==> src/hw/rtl/lvd_pkg.sv <==
// Shared types, constants and saturation helpers for the Legendre value/derivative block.
package lvd_pkg;

	// Field widths
	localparam int unsigned POINT_W  = 32;
	localparam int unsigned DEGREE_W = 7;
	localparam int unsigned VALUE_W  = 32;
	localparam int unsigned SLOPE_W  = 43;

	// Default for the degree limit
	localparam int unsigned MAX_DEGREE_DEF = 64;

	// Multiplier cell operand and result widths
	localparam int unsigned CELL_A_W  = 44;
	localparam int unsigned CELL_B_W  = 33;
	localparam int unsigned CELL_P_W  = 48;
	localparam int unsigned MAG_LO_W  = 16;
	localparam int unsigned DSUM_W    = CELL_P_W + 2;

	// Rounding shifts: Q30 products and reciprocal products
	localparam int unsigned SHIFT_P = 30;
	localparam int unsigned SHIFT_R = 32;

	// Width of the saturated-degree compare
	localparam int unsigned NCMP_W = 10;

	// Recurrence step sequencing
	localparam int unsigned PHASE_W    = 3;
	localparam logic [PHASE_W-1:0] PHASE_LAST = 3'd5;

	// Fixed-point constants
	localparam logic signed [VALUE_W-1:0] ONE_Q30   = 32'sh4000_0000;
	localparam logic signed [VALUE_W-1:0] VALUE_MIN = 32'shC000_0000;
	localparam logic signed [SLOPE_W-1:0] SLOPE_MAX = 43'sh3FF_FFFF_FFFF;

	// Controller states
	typedef enum logic [2:0] {
		ST_IDLE = 3'b001,
		ST_RUN  = 3'b010,
		ST_DONE = 3'b100
	} state_t;

	// Clamp a cell result to [-1.0, 1.0] in Q1.30
	function automatic logic signed [VALUE_W-1:0] sat_value(
		input logic signed [CELL_P_W-1:0] v);
		logic signed [VALUE_W-1:0] res;
		if (v > CELL_P_W'(ONE_Q30))
			res = ONE_Q30;
		else if (v < CELL_P_W'(VALUE_MIN))
			res = VALUE_MIN;
		else
			res = v[VALUE_W-1:0];
		return res;
	endfunction

	// Clamp a derivative sum to +/-(2^42-1)
	function automatic logic signed [SLOPE_W-1:0] sat_slope(
		input logic signed [DSUM_W-1:0] v);
		logic signed [SLOPE_W-1:0] res;
		if (v > DSUM_W'(SLOPE_MAX))
			res = SLOPE_MAX;
		else if (v < -DSUM_W'(SLOPE_MAX))
			res = -SLOPE_MAX;
		else
			res = v[SLOPE_W-1:0];
		return res;
	endfunction

endpackage

==> src/hw/rtl/lvd_mix_cell.sv <==
// Combine cell: Bonnet numerator and saturated derivative update for step k.
module lvd_mix_cell import lvd_pkg::*; #(
	parameter int unsigned KW = 7
) (
	input  logic                        clk,
	input  logic        [KW-1:0]        k,
	input  logic signed [VALUE_W-1:0]   prev,
	input  logic signed [VALUE_W-1:0]   cur,
	input  logic signed [CELL_P_W-1:0]  t,
	input  logic signed [CELL_P_W-1:0]  dx,
	output logic signed [CELL_A_W-1:0]  num,
	output logic signed [SLOPE_W-1:0]   der_next
);

	localparam int unsigned NUM_W = CELL_B_W + KW + 2;

	logic signed [KW+1:0]        k2p1;
	logic signed [KW:0]          ks;
	logic signed [KW+1:0]        kp1;
	logic signed [CELL_B_W-1:0]  t_n;
	logic signed [NUM_W-1:0]     scaled_t;
	logic signed [NUM_W-1:0]     scaled_prev;
	logic signed [DSUM_W-1:0]    scaled_cur;
	logic signed [DSUM_W-1:0]    dsum;

	// (2k+1)*t - k*prev and (k+1)*cur + x*der
	always_comb begin
		k2p1        = $signed({1'b0, k, 1'b1});
		ks          = $signed({1'b0, k});
		kp1         = $signed({1'b0, (KW+1)'(k) + (KW+1)'(1)});
		t_n         = t[CELL_B_W-1:0];
		scaled_t    = k2p1 * t_n;
		scaled_prev = ks * prev;
		scaled_cur  = kp1 * cur;
		dsum        = scaled_cur + DSUM_W'(dx);
	end

	always_ff @(posedge clk) begin
		num      <= CELL_A_W'(scaled_t - scaled_prev);
		der_next <= sat_slope(dsum);
	end

endmodule

==> config.mk <==
export PLATFORM = sky130hd
export DESIGN_NAME = lvd_mix_cell
export DESIGN_NICKNAME = d
export VERILOG_FILES = /design/src/hw/rtl/lvd_pkg.sv /design/src/hw/rtl/lvd_mix_cell.sv
export SDC_FILE = /design/constraint.sdc
export NUM_CORES = 2
export LEC_CHECK = 0
export ABC_AREA = 1
export BUFFER_PORTS_ARGS = -buffer_cell sky130_fd_sc_hd__buf_2
export CAP_MARGIN = 10
export CORE_ASPECT_RATIO = 1.75
export CORE_UTILIZATION = 41
export DETAILED_ROUTE_END_ITERATION = 6
export GPL_ROUTABILITY_DRIVEN = 0
export PLACE_DENSITY = 0.61
export SYNTH_ARGS = -nofsm -noshare
export SYNTH_HDL_FRONTEND = slang
export SYNTH_SLANG_ARGS = --single-unit
==> constraint.sdc <==
create_clock -name clk -period 14.2 [get_ports clk]
set_input_delay 1.42 -clock clk [delete_from_list [all_inputs] [get_ports clk]]
set_output_delay 1.42 -clock clk [all_outputs]
set_load 0.01 [all_outputs]
==> summary.txt <==
Outcome
  – Status: finished clean

Global routing
  – Wire length of the first global-routing pass: 153 mm
  – Number of antenna violations at the first check in global routing: 17
  – Global route total overflow: 0
  – Via count of the first global-routing pass: 28.6k
  – Global-route usage over all layers: 26.6%
  – Maximum number of pins on one net before global-route repair: 52

Floorplan
  – Initial Utilization: 41.5%
  – Total Die Area: 0.0774 sq mm
  – CORE AREA: 0.0754 sq mm
  – Height of the die: 367 um
  – Ports: 255
  – Site row count: 133
  – Overall die width: 211 um

Clocking
  – Library cell used as clock root buffer: clkbuf_16
  – Hold_buf cts: 0
  – Clock Sinks: 86
  – Clock tree from TritonCTS: built
  – Clock Tree Buf Depth: 2
  – Number of instances resized during post-cts repair: 0
  – CTS H-Tree Depth: 3
  – Total setup buffers inserted after CTS: 0
  – Register clock-pin slew on the reported worst setup and hold paths: 0.07 ns
  – Inserted Clock Buffers: 9

Synth
  – Number of library cell types mapped by synthesis: 45
  – Synth Area per Inst: 7.68 sq um
  – Number of warnings issued by yosys: 0
  – Net Count, Synth: 5168
  – Yosys reg bits: 86
  – Share of synthesized area occupied by flip-flops and latches: 5.50%
  – Synthesized instance count: 4071
  – Post-synthesis instance area: 0.0313 sq mm

Timing
  – Clock period minus worst slack: 9.08 ns
  – Setup-failing EPs final: 0
  – Highest Clock Rate: 0.110 GHz
  – Hold slack: 1.38 ns
  – Fin. max-slew vios: 0
  – Setup TNS: 0 ns
  – Transition time of the tightest slew-check pin: 1.12 ns
  – Endpoints failing hold: 0
  – Period Utilization, post-route: 63.9%
  – Normalized max-slew margin: 25.0%
  – Setup repair after global routing missed its margin: false

Worst setup path
  – CP max FO: 44
  – Crit end category: flop
  – Category of the critical setup timing path: primary input to flop
  – Stage delay of the slowest cell on the critical path: 0.67 ns
  – Cell with the largest stage delay on the worst path: a21oi_1
  – Cell repeated most along the worst path: nand2_1
  – Data arrival time of the critical path: 9.31 ns
  – Kind of launch point of the worst setup path: primary input
  – Required time reported for the critical path endpoint: 14.44 ns

Final layout
  – Count of filler cells inserted in the layout: 7912
  – Leading cell types in the layout, fill and taps excluded: inv_1, nand2_1, fa_1
  – Fraction of layout cells with a size suffix above 1: 8.84%
  – Area overhead of the layout relative to synthesis: 7.68%
  – Area of the multi-input gates: 0.0244 sq mm
  – Nets@finish: 5323
  – Most common cell after layout, fill and taps aside: inv_1
  – Sequential standard cell area: 0.00172 sq mm

Drt
  – DR iter-0 viols: 1149
  – Drt wl/cell: 18.6 um
  – DRC violation count after routing: 0
  – Ratio of routed vias to standard cells: 4.88
  – Routed wire length: 97.8 mm
  – Via count: 25.6k
  – Pre-Repair DR Iteration Count: 5
  – Number of nets still failing antenna checks after routing: 0

Min path
  – HP Class: primary input to flop

Placement
  – Estimated wirelength of the detail-placed design: 84.1 mm
  – Number of buffers inserted by port buffering: 239

Run
  – Count of maximum capacitance violations: 0
path summary, 6_finish.rpt:
check              from     endpoint  cells past startpoint
setup / recovery   k[0]  der_next[0]                     31
hold / removal    dx[0]  der_next[0]                      3
critical path, delay by kind of cell:
kind / cells / cell delay (ns)
and+or+nand+nor: 15 / 2.20
xor gates and xnor gates: 1 / 0.18
adders and majority gates: 6 / 2.92
AOI/OAI and AO/OA: 2 / 0.87
buffers and inverters: 7 / 1.64
layer usage:
layer  vias to the layer above  share of wire, %  GRT usage [%]
met5                         -              0.11              0
met4                        16               8.8           19.7
met3                       393               5.6           4.49
met2                       824                57           53.9
met1                     12600                28           22.1
li1                      11800                 -              -
cells by family (layout without fill, tap and decap cells):
| logic type | after synthesis | after routing | share of synthesized area, % |
|---|---|---|---|
| buffers and inverters | 1353 | 1512 | 16.5 |
| xor gates and xnor gates | 60 | 60 | 1.70 |
| DFF | 86 | 86 | 5.50 |
| AOI/OAI and AO/OA | 198 | 198 | 3.59 |
| other | 0 | 12 | 0 |
| adders and majority gates | 929 | 929 | 53.8 |
| and+or+nand+nor | 1445 | 1445 | 18.9 |
sequential cells by signal, indices dropped and copies added (netlist names):
name      flops
der_next     43
num          43
Yosys cell counts, drive strengths merged:
master / count / area share, %
a21boi: 7 / 0.17
a21o: 10 / 0.24
a21oi: 101 / 1.6
a31oi: 20 / 0.40
and3: 1 / 0.020
buf: 29 / 0.58
clkbuf: 82 / 0.98
clkinv: 4 / 0.048
dfxtp: 86 / 5.5
fa: 694 / 44
ha: 235 / 9.4
inv: 1238 / 15
nand2: 1037 / 13
nand3: 80 / 1.4
nand3b: 12 / 0.30
nand4: 16 / 0.32
nor2: 283 / 3.6
nor3: 8 / 0.16
nor4: 6 / 0.12
o2111ai: 1 / 0.028
o211ai: 3 / 0.088
o21a: 5 / 0.12
o21ai: 41 / 0.66
o21bai: 5 / 0.13
o221ai: 4 / 0.11
o41ai: 1 / 0.028
or2: 2 / 0.040
xnor2: 19 / 0.56
xor2: 41 / 1.1
through the flow:
stage,area [sq um],std cells,utilization [%],worst slack [ns]
after global placement,33400,5227,44.3,4.81
after floorplan,31300,4071,-,6.95
after CTS,33600,5242,44.6,5.21
after global routing,33700,5243,44.6,4.46
after detailed placement,33400,5227,44.3,4.81
final,33700,5254,44.7,5.12
final cells by class:
class	count	area share [%]
flip-flops and latches	86	5.11
repair buffers	255	3.91
clock buffers	9	0.669
well taps	1012	3.76
multi-input cells	2632	72.5
inverters	1242	13.8
clock inverters	6	0.137
diodes	12	0.0892
Power is not shown: default switching activity piles up to over one toggle a cycle in this logic, so the estimate is an artifact.
