`config.mk`:
```
export PLATFORM = sky130hd
export DESIGN_NAME = lvd_mul_cell
export DESIGN_NICKNAME = d
export VERILOG_FILES = /design/src/hw/rtl/lvd_pkg.sv /design/src/hw/rtl/lvd_mul_cell.sv
export SDC_FILE = /design/constraint.sdc
export NUM_CORES = 2
export LEC_CHECK = 0
export ABC_AREA = 1
export BUFFER_PORTS_ARGS = -buffer_cell sky130_fd_sc_hd__buf_2
export CAP_MARGIN = 10
export CORE_AREA = 5 5 226 448
export DETAILED_ROUTE_END_ITERATION = 10
export DIE_AREA = 0 0 231 453
export GPL_TIMING_DRIVEN = 0
export HOLD_SLACK_MARGIN = 0.1
export PLACE_DENSITY = 0.82
export SKIP_CTS_REPAIR_TIMING = 1
export SYNTH_ARGS = -nofsm -noshare
export SYNTH_HDL_FRONTEND = slang
export SYNTH_SLANG_ARGS = --single-unit
```
`constraint.sdc`:
```
create_clock -name clk -period 9.15 [get_ports clk]
set_input_delay 2.2875 -clock clk [delete_from_list [all_inputs] [get_ports clk]]
set_output_delay 2.2875 -clock clk [all_outputs]
set_load 0.005 [all_outputs]
```
`src/hw/rtl/lvd_pkg.sv`:
```
// Shared types, constants and saturation helpers for the Legendre value/derivative block.
package lvd_pkg;

	// Field widths
	localparam int unsigned POINT_W  = 32;
	localparam int unsigned DEGREE_W = 7;
	localparam int unsigned VALUE_W  = 32;
	localparam int unsigned SLOPE_W  = 43;

	// Default for the degree limit
	localparam int unsigned MAX_DEGREE_DEF = 64;

	// Multiplier cell operand and result widths
	localparam int unsigned CELL_A_W  = 44;
	localparam int unsigned CELL_B_W  = 33;
	localparam int unsigned CELL_P_W  = 48;
	localparam int unsigned MAG_LO_W  = 16;
	localparam int unsigned DSUM_W    = CELL_P_W + 2;

	// Rounding shifts: Q30 products and reciprocal products
	localparam int unsigned SHIFT_P = 30;
	localparam int unsigned SHIFT_R = 32;

	// Width of the saturated-degree compare
	localparam int unsigned NCMP_W = 10;

	// Recurrence step sequencing
	localparam int unsigned PHASE_W    = 3;
	localparam logic [PHASE_W-1:0] PHASE_LAST = 3'd5;

	// Fixed-point constants
	localparam logic signed [VALUE_W-1:0] ONE_Q30   = 32'sh4000_0000;
	localparam logic signed [VALUE_W-1:0] VALUE_MIN = 32'shC000_0000;
	localparam logic signed [SLOPE_W-1:0] SLOPE_MAX = 43'sh3FF_FFFF_FFFF;

	// Controller states
	typedef enum logic [2:0] {
		ST_IDLE = 3'b001,
		ST_RUN  = 3'b010,
		ST_DONE = 3'b100
	} state_t;

	// Clamp a cell result to [-1.0, 1.0] in Q1.30
	function automatic logic signed [VALUE_W-1:0] sat_value(
		input logic signed [CELL_P_W-1:0] v);
		logic signed [VALUE_W-1:0] res;
		if (v > CELL_P_W'(ONE_Q30))
			res = ONE_Q30;
		else if (v < CELL_P_W'(VALUE_MIN))
			res = VALUE_MIN;
		else
			res = v[VALUE_W-1:0];
		return res;
	endfunction

	// Clamp a derivative sum to +/-(2^42-1)
	function automatic logic signed [SLOPE_W-1:0] sat_slope(
		input logic signed [DSUM_W-1:0] v);
		logic signed [SLOPE_W-1:0] res;
		if (v > DSUM_W'(SLOPE_MAX))
			res = SLOPE_MAX;
		else if (v < -DSUM_W'(SLOPE_MAX))
			res = -SLOPE_MAX;
		else
			res = v[SLOPE_W-1:0];
		return res;
	endfunction

endpackage

```
`src/hw/rtl/lvd_mul_cell.sv`:
```
// Two-stage signed multiply cell with round-half-away-from-zero right shift.
module lvd_mul_cell import lvd_pkg::*; (
	input  logic                        clk,
	input  logic signed [CELL_A_W-1:0]  a,
	input  logic signed [CELL_B_W-1:0]  b,
	input  logic                        shift32,
	output logic signed [CELL_P_W-1:0]  prod
);

	localparam int unsigned HI_W  = CELL_A_W - MAG_LO_W + CELL_B_W;
	localparam int unsigned LO_W  = MAG_LO_W + CELL_B_W;
	localparam int unsigned SUM_W = HI_W + MAG_LO_W + 1;

	logic [CELL_A_W-1:0] ma;
	logic [CELL_B_W-1:0] mb;
	logic [HI_W-1:0]     hi_p;
	logic [LO_W-1:0]     lo_p;

	logic [HI_W-1:0]     hi_s1;
	logic [LO_W-1:0]     lo_s1;
	logic                neg_s1;
	logic                sh_s1;

	logic [SUM_W-1:0]    rnd;
	logic [SUM_W-1:0]    sum;
	logic [CELL_P_W-1:0] mag;

	// Sign-magnitude split and partial products
	always_comb begin
		ma   = a[CELL_A_W-1] ? CELL_A_W'(-a) : CELL_A_W'(a);
		mb   = b[CELL_B_W-1] ? CELL_B_W'(-b) : CELL_B_W'(b);
		hi_p = ma[CELL_A_W-1:MAG_LO_W] * mb;
		lo_p = ma[MAG_LO_W-1:0] * mb;
	end

	always_ff @(posedge clk) begin
		hi_s1  <= hi_p;
		lo_s1  <= lo_p;
		neg_s1 <= a[CELL_A_W-1] ^ b[CELL_B_W-1];
		sh_s1  <= shift32;
	end

	// Recombine, round, shift, restore sign
	always_comb begin
		rnd = sh_s1 ? (SUM_W'(1) << (SHIFT_R - 1)) : (SUM_W'(1) << (SHIFT_P - 1));
		sum = SUM_W'({hi_s1, MAG_LO_W'(0)}) + SUM_W'(lo_s1) + rnd;
		mag = sh_s1 ? CELL_P_W'(sum >> SHIFT_R) : CELL_P_W'(sum >> SHIFT_P);
	end

	always_ff @(posedge clk) begin
		prod <= neg_s1 ? -$signed(mag) : $signed(mag);
	end

endmodule

```
==> run_summary.xml <==
<?xml version="1.0" encoding="UTF-8"?>
<metrics>
  <group name="grt">
    <metric name="wire_length_of_the_first_global_routing_pass" unit="µm">383100</metric>
    <metric name="first_global_vias" unit="">59800</metric>
    <metric name="grt_start_max_net_pins" unit="">17</metric>
    <metric name="number_of_antenna_violations_at_the_first_check_in_global_routing" unit="">30</metric>
    <metric name="grt.total_usage" unit="%">51.02</metric>
    <metric name="grt-ovfl-total" unit="">0</metric>
  </group>
  <group name="yosys">
    <metric name="netlist_area" unit="µm²">58010</metric>
    <metric name="postSynthNetCount" unit="">9541</metric>
    <metric name="portion_of_netlist_area_occupied_by_mux_cells" unit="%">0</metric>
    <metric name="xor_and_xnor_area_share_after_synthesis" unit="%">2.413</metric>
    <metric name="asyncSetResetFlopFracSynth" unit="%">0</metric>
    <metric name="synth_cell_types" unit="">60</metric>
    <metric name="post_synth_most_frequent_cells" unit="">nand2_1 (1,962), inv_1 (1,959), fa_1 (1,237)</metric>
    <metric name="synth.largest_area_cell" unit="">fa_1</metric>
    <metric name="postSynthAreaPerCell" unit="µm²">7.412</metric>
    <metric name="dominant_combinational_cell_family_by_area_after_synthesis" unit="">adder cells</metric>
    <metric name="synth_largest_type_area_fraction" unit="%">42.69</metric>
    <metric name="synth_enable_flop_cells" unit="">0</metric>
    <metric name="yosysWarningCount" unit="">0</metric>
    <metric name="synth_compound_area_share" unit="%">3.679</metric>
    <metric name="synth_ff_type" unit="">dfxtp_1</metric>
    <metric name="yosys-top-cells-area" unit="">fa_1 (43%), nand2_1 (13%), inv_1 (13%), ha_1 (8.6%), nor2_1 (5.1%)</metric>
    <metric name="synth_sequential_area_ratio" unit="%">4.969</metric>
    <metric name="synth_simple_gate_area_share" unit="%">22.71</metric>
    <metric name="yosys.area_share.adder" unit="%">51.27</metric>
    <metric name="synth_cells" unit="">7827</metric>
    <metric name="synthMostInstantiatedCell" unit="">nand2_1</metric>
    <metric name="yosys_register_bits" unit="">144</metric>
  </group>
  <group name="detailed_routing">
    <metric name="finalWirelength" unit="µm">279900</metric>
    <metric name="detail_route.iter0.violations" unit="">7105</metric>
    <metric name="drc_errors" unit="">6</metric>
    <metric name="ant_nets" unit="">0</metric>
    <metric name="viasPerCell" unit="">6.219</metric>
    <metric name="wire_per_inst" unit="µm">29.43</metric>
    <metric name="dr_total_vias" unit="">59150</metric>
    <metric name="first_pass_iters" unit="">11</metric>
  </group>
  <group name="placed_design">
    <metric name="setup_slack_at_placement" unit="ns">-3.583</metric>
    <metric name="placer_s_final_routability_congestion_estimate" unit="">1.189</metric>
    <metric name="place_hpwl" unit="µm">221600</metric>
    <metric name="placed_cell_areas" unit="µm²">60790</metric>
    <metric name="number_of_input_and_output_port_buffers_inserted" unit="">123</metric>
  </group>
  <group name="floorplan">
    <metric name="core.rowCount" unit="">162</metric>
    <metric name="dieWidth" unit="µm">231</metric>
    <metric name="die_area" unit="µm²">104600</metric>
    <metric name="die-height" unit="µm">453</metric>
    <metric name="core-area" unit="µm²">97290</metric>
    <metric name="effective_utilization_at_floorplan" unit="%">59.63</metric>
    <metric name="floorplan.io_pins" unit="">127</metric>
  </group>
  <group name="status">
    <metric name="failed_checks" unit="">DRC, setup timing</metric>
    <metric name="run_status" unit="">finished, violations left</metric>
  </group>
  <group name="worst_setup_path">
    <metric name="data_arrival_at_the_endpoint_of_the_critical_path" unit="ns">10.98</metric>
    <metric name="setup.worst_path.start_class" unit="">primary input</metric>
    <metric name="slowest_delay" unit="ns">0.71</metric>
    <metric name="critPathKind" unit="">in -&gt; reg</metric>
    <metric name="critical_path_required" unit="ns">9.57</metric>
    <metric name="critical_path.endpoint_type" unit="">flip-flop</metric>
    <metric name="crit_path_max_fanout" unit="">10</metric>
    <metric name="critical-path-top-cell-by-count" unit="">fa_1</metric>
    <metric name="slowest_stage" unit="">fa_2</metric>
  </group>
  <group name="clock_network">
    <metric name="sinks_on_the_clock_net" unit="">144</metric>
    <metric name="cts-root-buf" unit="">clkbuf_16</metric>
    <metric name="tritoncts" unit="">built</metric>
    <metric name="htree_levels" unit="">4</metric>
    <metric name="cts_inserted_buffers" unit="">25</metric>
    <metric name="clock_latency" unit="ns">0.55</metric>
    <metric name="cts.path.max_buffers" unit="">3</metric>
    <metric name="path_clk_slew" unit="ns">0.06</metric>
  </group>
  <group name="worst_hold_path">
    <metric name="hold_path_class" unit="">reg -&gt; reg</metric>
  </group>
  <group name="layout">
    <metric name="syn_to_final_growth" unit="%">17.79</metric>
    <metric name="design.final.nets" unit="">9964</metric>
    <metric name="finalInstanceArea" unit="µm²">68330</metric>
    <metric name="layout-drive-gt1-share" unit="%">17.03</metric>
  </group>
  <group name="sta">
    <metric name="slew_headroom" unit="%">21.85</metric>
    <metric name="finalWorstPathRequiredPeriod" unit="ns">10.56</metric>
    <metric name="grt_setup_unrepaired" unit="">yes</metric>
    <metric name="worst_clock_skew" unit="ns">0.02502</metric>
    <metric name="final-setup-viol-count" unit="">73</metric>
    <metric name="timing_max_transition_violations_final" unit="">0</metric>
    <metric name="hold_viol_final" unit="">0</metric>
    <metric name="fmax" unit="MHz">94.73</metric>
    <metric name="post-route-worst-setup-slack" unit="ns">-1.407</metric>
    <metric name="timing.setup.tns" unit="ns">-48.45</metric>
    <metric name="min_period_over_period" unit="%">115.4</metric>
    <metric name="tightestPinTransition" unit="ns">1.172</metric>
  </group>
  <group name="job">
    <metric name="drv.max_cap_violation_count" unit="">0</metric>
  </group>
</metrics>
## critical path: cells and delay by family
family	cells	cell delay, ns
xor gates and xnor gates	1	0.16
and+or+nand+nor	14	2.20
AOI/OAI and AO/OA	3	0.51
buffers and inverters	11	1.56
adders and majority gates	8	4.20
## per-stage QoR
step                      std cells  util (%)  hold WS, ns
final                          9511     70.23       0.7377
after global routing           9502     70.21       0.8165
after global placement         9180     62.38       0.7227
after CTS                      9220     63.22       0.7365
after floorplan                7827         -       0.5991
after detailed placement       9187     62.48       0.7138
## final cells by class
class	count	area [µm²]
Multi-Input combinational cell	5418	50180
Fill cell	7962	28960
Inverter	1992	7645
Timing Repair Buffer	397	3216
Sequential cell	144	2883
Buffer	272	2086
Tap cell	1230	1539
Clock buffer	28	666.9
Antenna cell	25	62.56
Clock inverter	5	52.55
## worst paths after layout
check / cells after the start / end / from / slack, ns
worst max-delay path: 37 / hi_s1[56] / a[0] / -1.41
worst min-delay path: 5 / prod[47] / hi_s1[60] / 0.74
worst max register to register: 24 / prod[39] / sh_s1 / 2.98
worst min register to register: 5 / prod[47] / hi_s1[60] / 0.74
## state kept, by name (all words and copies together) (netlist names)
register  count
hi_s1        61
prod         48
lo_s1        33
neg_s1        1
sh_s1         1
## cell families (layout without fill, tap and decap cells)
group / Yosys count / in the layout
other cells: 0 / 25
compound gates: 379 / 379
xor+xnor: 159 / 159
flops: 144 / 144
buf+inv: 2265 / 2694
fa+ha+maj: 1635 / 1635
simple gates: 3245 / 3245
## per-layer routing
metal / global-route usage (%) / share of wire [%] / vias up
met5: 0 / 0.014 / -
met4: 61.48 / 17 / 6
met3: 15.23 / 11 / 2445
met2: 81.61 / 44 / 4860
met1: 47.08 / 27 / 28250
li1: - / - / 23590
## cells in the final DEF (no fill, tap or decap), drive strengths merged, types with 3 or more instances in the layout
cell      synthesis  layout
a211oi            3       3
nor4             18      18
o221ai            3       3
o21ai           122     122
nand4            51      51
nand3b           13      13
nor3             51      51
a21oi           156     156
xor2            123     123
a31oi            42      42
o21a             15      15
clkbuf          204     202
inv            1978    1965
xnor2            36      36
fa             1237    1237
clkinv           14      10
a21boi            3       3
o211ai            4       4
ha              398     398
or2              22      22
dfxtp           144     144
diode             0      25
nand2          1979    1979
buf              69     494
nand3           285     285
clkinvlp          0      21
a21o             11      11
or3               5       5
nor2            818     818
o21bai            8       8
Power is not shown: default switching activity piles up to over one toggle a cycle in this logic, so the estimate is an artifact.
